## src/hw/rtl/eac_pkg.sv

```systemverilog
// Shared types, constants and the arctangent table for the Euler angle to quaternion converter.
package eac_pkg;

   localparam int CORDIC_STEPS = 16;
   localparam int ANG_W = 35;
   localparam int XY_W = 33;
   localparam int PAIR_W = 34;
   localparam int TRIPLE_W = PAIR_W + XY_W;
   localparam int SUM_W = TRIPLE_W + 1;
   localparam int SHIFT_W = 5;

   localparam logic signed [XY_W-1:0] CORDIC_GAIN = 33'sd652032874;
   localparam logic signed [ANG_W-1:0] ANG_PI = 35'sd3373259426;
   localparam logic signed [ANG_W-1:0] ANG_HALF_PI = 35'sd1686629713;
   localparam logic signed [15:0] QMAX = 16'sd16384;
   localparam logic signed [15:0] QMIN = -16'sd16384;

   typedef struct packed {
      logic signed [XY_W-1:0]  x;
      logic signed [XY_W-1:0]  y;
      logic signed [ANG_W-1:0] z;
      logic                    neg;
   } rot_type;

   // Lane 0 carries heading, lane 1 attitude and lane 2 bank.
   typedef rot_type [2:0] trio_type;

   function automatic logic signed [ANG_W-1:0] atan_entry(input logic [SHIFT_W-1:0] idx);
      logic [31:0] v;
      case (idx)
         5'd0: v = 32'h3243F6A8;   5'd1: v = 32'h1DAC6705;
         5'd2: v = 32'h0FADBAFC;   5'd3: v = 32'h07F56EA6;
         5'd4: v = 32'h03FEAB76;   5'd5: v = 32'h01FFD55B;
         5'd6: v = 32'h00FFFAAA;   5'd7: v = 32'h007FFF55;
         5'd8: v = 32'h003FFFEA;   5'd9: v = 32'h001FFFFD;
         5'd10: v = 32'h000FFFFF;  5'd11: v = 32'h0007FFFF;
         5'd12: v = 32'h0003FFFF;  5'd13: v = 32'h0001FFFF;
         5'd14: v = 32'h0000FFFF;  5'd15: v = 32'h00007FFF;
         5'd16: v = 32'h00003FFF;  5'd17: v = 32'h00001FFF;
         5'd18: v = 32'h00000FFF;  5'd19: v = 32'h000007FF;
         5'd20: v = 32'h000003FF;  5'd21: v = 32'h000001FF;
         5'd22: v = 32'h000000FF;  5'd23: v = 32'h0000007F;
         5'd24: v = 32'h0000003F;  5'd25: v = 32'h0000001F;
         5'd26: v = 32'h0000000F;  5'd27: v = 32'h00000008;
         5'd28: v = 32'h00000004;  5'd29: v = 32'h00000002;
         5'd30: v = 32'h00000001;
         default: v = 32'h00000000;
      endcase
      return signed'({3'b000, v});
   endfunction

   // Halves the angle, scales it to units of 2^-30 and folds it into [-pi/2, pi/2].
   function automatic rot_type reduce(input logic signed [15:0] angle);
      rot_type r;
      logic signed [ANG_W-1:0] z;
      z = signed'({{(ANG_W-33){angle[15]}}, angle, 17'b0});
      r.x = CORDIC_GAIN;
      r.y = '0;
      r.neg = 1'b0;
      if (z > ANG_HALF_PI) begin
         r.z = z - ANG_PI;
         r.neg = 1'b1;
      end else if (z < -ANG_HALF_PI) begin
         r.z = z + ANG_PI;
         r.neg = 1'b1;
      end else begin
         r.z = z;
      end
      return r;
   endfunction

endpackage

```

## src/hw/rtl/eac_cell.sv

```systemverilog
// One CORDIC rotation step applied to the three angle lanes, with its pipeline register.
module eac_cell
   import eac_pkg::*;
(
   input  logic                clock,
   input  logic                reset,
   input  logic                enable,
   input  logic [SHIFT_W-1:0]  shift,
   input  logic                valid_in,
   input  trio_type            rot_in,
   output logic                valid_out,
   output trio_type            rot_out
);

   logic     valid_ff;
   trio_type rot_ff;
   trio_type rot_in_next;
   logic signed [ANG_W-1:0] angle_step;

   always_comb begin
      angle_step = atan_entry(shift);
      for (int k = 0; k < 3; k++) begin
         rot_in_next[k].neg = rot_in[k].neg;
         if (rot_in[k].z >= 0) begin
            rot_in_next[k].x = rot_in[k].x - (rot_in[k].y >>> shift);
            rot_in_next[k].y = rot_in[k].y + (rot_in[k].x >>> shift);
            rot_in_next[k].z = rot_in[k].z - angle_step;
         end else begin
            rot_in_next[k].x = rot_in[k].x + (rot_in[k].y >>> shift);
            rot_in_next[k].y = rot_in[k].y - (rot_in[k].x >>> shift);
            rot_in_next[k].z = rot_in[k].z + angle_step;
         end
      end
   end

   always_ff @(posedge clock) begin
      if (reset) begin
         valid_ff <= 1'b0;
      end else if (enable) begin
         valid_ff <= valid_in;
      end
      if (enable) begin
         rot_ff <= rot_in_next;
      end
   end

   assign valid_out = valid_ff;
   assign rot_out = rot_ff;

endmodule

```

## config.mk

```make
export PLATFORM = sky130hd
export DESIGN_NAME = eac_cell
export DESIGN_NICKNAME = d
export VERILOG_FILES = /design/src/hw/rtl/eac_pkg.sv /design/src/hw/rtl/eac_cell.sv
export SDC_FILE = /design/constraint.sdc
export NUM_CORES = 2
export LEC_CHECK = 0
export BUFFER_PORTS_ARGS = -buffer_cell sky130_fd_sc_hd__buf_4
export CORE_MARGIN = 8
export CORE_UTILIZATION = 40
export CTS_CLUSTER_DIAMETER = 60
export DETAILED_ROUTE_END_ITERATION = 6
export SYNTH_ARGS = -nofsm -noshare
export SYNTH_HDL_FRONTEND = slang
export SYNTH_SLANG_ARGS = --single-unit
```

## constraint.sdc

```tcl
create_clock -name clock -period 9.7 [get_ports clock]
set_clock_uncertainty 0.05 [all_clocks]
set_input_delay 1.94 -clock clock [delete_from_list [all_inputs] [get_ports clock]]
set_output_delay 1.94 -clock clock [all_outputs]
set_load 0.01 [all_outputs]
```

======== Yosys cells after proc, flatten, opt, wreduce, memory -nomap -nowiden ========
Memories as Yosys holds them, arrays and structs flattened.
Cells that the tools add are included.
operators by class
  add/subtract/negate cells ............... 18
  $lt $le $gt $ge ......................... 3
  shift operators ......................... 6
  muxes and demuxes ....................... 3
operator list
  operator                                                             number
  two-way mux 101 bit                                                  3
  adder 33 bit                                                         6
  >>> shifter 33 x 5 -> 33 bit                                         6
  subtractor 33 bit                                                    6
  adder 35 x 33 -> 35 bit                                              3
  greater-or-equal comparator 35 x 1 -> 1 bit (second input constant)  3
  subtractor 35 x 33 -> 35 bit                                         3
word-level totals
  bits in registers ....................... 307
  bits in read-only memories .............. 960
  input bits .............................. 315
  output and inout bits ................... 307
  logic and storage cells ................. 44
  memories kept ........................... 1
memory list
  memory            depth  width  read ports  clocked after memory_dff  write ports  line           text
  (name not given)  32     30     1           0                         0            eac_pkg.sv:30  case (idx)

======== Longest topological paths before layout ========
  word-level depth ........................ 3
  mapped depth ............................ 32
  gate-level depth less buffers ........... 24

======== Least setup slack after synthesis ========
No wires, ideal clock.
  kind .................................... input to register
  from .................................... input port shift[4]
  to ...................................... register rot_ff, in the netlist rot_out[67], data pin
  setup time .............................. 258 ps
  data arrival time ....................... 8234 ps
  data required time ...................... 9392 ps
  path slack .............................. 1158 ps
  stages .................................. 27
  buffers on the path ..................... 10
  cell sequence ........................... clkbuf_1 clkbuf_1 buf_1 clkbuf_1 clkbuf_1 buf_1 clkbuf_1 clkbuf_1 buf_1 buf_1 o21a_1 ha_1 nand2_1 or4_1 nand2_1 xnor2_1 ha_1 a211o_1 or3_1 a211oi_1 nor2_1 a2111oi_0 o211ai_1 and2_1 a211o_1 a21oi_1 xnor2_1
RTL lines
  what                  line            text
  from (decl)           eac_cell.sv:8   input logic [SHIFT_W-1:0] shift,
  to (signal assigned)  eac_cell.sv:43  rot_ff <= rot_in_next;
  to (decl)             eac_cell.sv:16  trio_type rot_ff;

==> out/metrics.cfg <==
[timing]
finalHoldViolCount = 0
finalSetupViolCount = 0
drv_slew = 0
rsz0062_at_grt = no
min_period_ns = 8.45
max_freq_mhz = 118
fin_crit_sh_pct = 87.1
timing.setup.tns_ns = 0
worst_pin_slew_ns = 1.18
relSlewSlack_pct = 21.0

[drt]
drc_errors = 5
drt_iter0_markers = 4823
vias = 42800
wl_per_cell_um = 29.2
final_antenna_net_count = 0
vias_per_cell = 6.39
drt_pass1_iterations = 7
wirelength_mm = 196

[global_route]
top_usage_layer = met2
grt_antenna_before_repair = 32
grtUsageMet3_pct = 8.39
grt_pass1_wl_mm = 283
grt.total_usage_pct = 30.8
grtUsageMet1_pct = 39.3
grt_max_degree = 140
grt_use_met2_pct = 48.8
grt_pass1_vias = 41100
grt_overflow = 0

[critical_path]
criticalPathCategory = in -> reg
critical_path.max_fanout = 83
slowest_delay_ns = 0.83
critPathBufInv = 3
start_kind = input pin
arrival_ns = 8.76
cp.required_ns = 10.01
crit_slowest_cell = nand2_1
crit_chain = buf_8 > inv_4 > nand2_1 > o22ai_1 > a211oi_1 > o21ai_0 > inv_1 > nand2_1 > o41ai_1 > xnor2_1 > ha_1 > a211oi_1 > o21ai_0 > a2111oi_0 > o211ai_1 > nand2_1 > o31ai_1 > o22ai_1 > o21ai_0 > a221oi_1 > a2bb2oi_1
cp_top_family = compound AO/OA/AOI/OAI gates
end_kind = register

[clocking]
htreeDepth = 2
clk_transition_reported_paths_ns = 0.06
cts_hold_buf = 0
cts_buffers = 45
insertion_delay_ns = 0.61
ctsResizeCount = 0
tritoncts = yes
cts_buffer_depth = 3
clkSinkCount = 307
root_buffer = clkbuf_16
cts_setup_buffers = 0

[die]
start_util_pct = 40.2
coreArea_mm2 = 0.108
die-area_mm2 = 0.120
pin_count = 622
chipWidth_um = 346
rows = 121
die_y_um = 346

[synth]
synth_xor_area_share_pct = 9.24
synth_compound_area_share_pct = 21.1
ys_seq_elements = 307
synthCells = 4743
avgSynthCellArea_um2 = 9.19
synthTopCellsByArea = edfxtp_1, mux4_2, ha_1
ys_seq_area_share_pct = 21.1
synth_top_family_by_area = multiplexers
yosysMostFrequentCell = nand2_1
synth_enable_flop_cells = 306
yosys-top-cells-count = nand2_1, a21oi_1, nor2_1
yosysTopAreaCellShare_pct = 21.1
async_reset_ff_share_pct = 0
synth_largest_area_cell = edfxtp_1
synthFlopType = edfxtp_1
netlist-cell-type-count = 110
netlist_area_mm2 = 0.0436
syn_nets = 5379
synth_fa_ha_area_share_pct = 9.37
synth_mux_area_share_pct = 21.1
ys_warn_count = 0
synth-simple-area-share_pct = 14.0

[place]
hpwl_mm = 154
portBuffers = 621
gp_congestion = 1.00
place_inst = 6597

[layout]
area_growth_pct = 17.3
nets = 5866
drive_gt1_share_pct = 22.7
fin_cells = 6699

[worst_hold_path]
hp-class = reg -> reg

[run_status]
violations = design-rule violations
run_status = complete, but fails checks

[pwr]
power_density_mw_per_mm2 = 160
power_uw = 8190
leakage_uw = 0.0211
vdd_drop_max_mv = 0.161

[flow_run]
maxCapViolations = 0

[metrics by stage]
| stage | worst slack (ns) | area [um2] | hold slack (ns) | util (%) |
|---|---|---|---|---|
| 3_3_place_gp | 0.861 | 49500 | 0.428 | 45.7 |
| 5_1_grt | 0.829 | 51100 | 0.488 | 47.1 |
| 6_report | 1.25 | 51100 | 0.447 | 47.1 |
| 4_1_cts | 1.42 | 51100 | 0.451 | 47.1 |
| 3_5_place_dp | 0.805 | 49500 | 0.438 | 45.7 |
| 2_1_floorplan | 1.16 | 43600 | 0.478 | - |
[kinds of logic after synthesis]
| group | Yosys count |
|---|---|
| buffers and inverters | 390 |
| AND/OR/NAND/NOR | 1276 |
| XOR/XNOR | 458 |
| flip-flops | 307 |
| AO/OA/AOI/OAI | 1404 |
| adder cells (fa/ha/maj) | 321 |
| multiplexers | 587 |
[final timing paths]
path / start / end / slack [ns] / cells after the start
setup / recovery: shift[2] / rot_out[170] / 1.25 / 21
hold / removal: valid_out / valid_out / 0.45 / 2
setup reg to reg: valid_out / valid_out / 9.07 / 2
hold reg to reg: valid_out / valid_out / 0.45 / 2
[final cells by class]
| class | count | area [um2] |
|---|---|---|
| timing repair buffer | 702 | 5430 |
| clock buffer | 53 | 1160 |
| sequential | 307 | 9210 |
| multi-input combinational | 4046 | 32600 |
| fill | 10400 | 57300 |
| tap | 1414 | 1770 |
| antenna | 21 | 52.6 |
| clock inverter | 28 | 364 |
| inverter | 128 | 488 |
[worst min-delay path, delay by kind of cell, from the launching register on]
family	cells	cell delay [ns]
DFF	1	0.32
and+or+nand+nor	1	0.07
muxes	1	0.06
[layer usage]
metal | wire length [um] | up-vias | part of all wire, %
li1 | - | 19200 | -
met1 | 78800 | 20800 | 40
met2 | 87600 | 2336 | 45
met3 | 19700 | 442 | 10
met4 | 9440 | 24 | 4.8
met5 | 164 | - | 0.084
[power by group]
group          total [uW]  switching (uW)  internal [uW]
Combinational        4390            2520           1880
Sequential           2110             134           1970
Clock                1690             689           1010
[layout by cell type, fill, tap and decap left out, types with 80 or more instances in the layout]
| master | instances |
|---|---|
| a21oi_1 | 358 |
| o21ai_0 | 274 |
| edfxtp_1 | 306 |
| buf_4 | 686 |
| nand3_1 | 80 |
| nand2b_1 | 81 |
| a21o_1 | 153 |
| xnor2_1 | 300 |
| nand2_1 | 408 |
| mux4_2 | 236 |
| nor2_1 | 344 |
| ha_1 | 312 |
| xor2_1 | 157 |
| mux2i_1 | 226 |
| mux2_2 | 106 |
| inv_1 | 122 |
[flip-flops by register name, summed over array words and instances (netlist names)]
| name | flops |
|---|---|
| rot_out | 306 |
| valid_out | 1 |
Power figures use the tool's default switching activity.
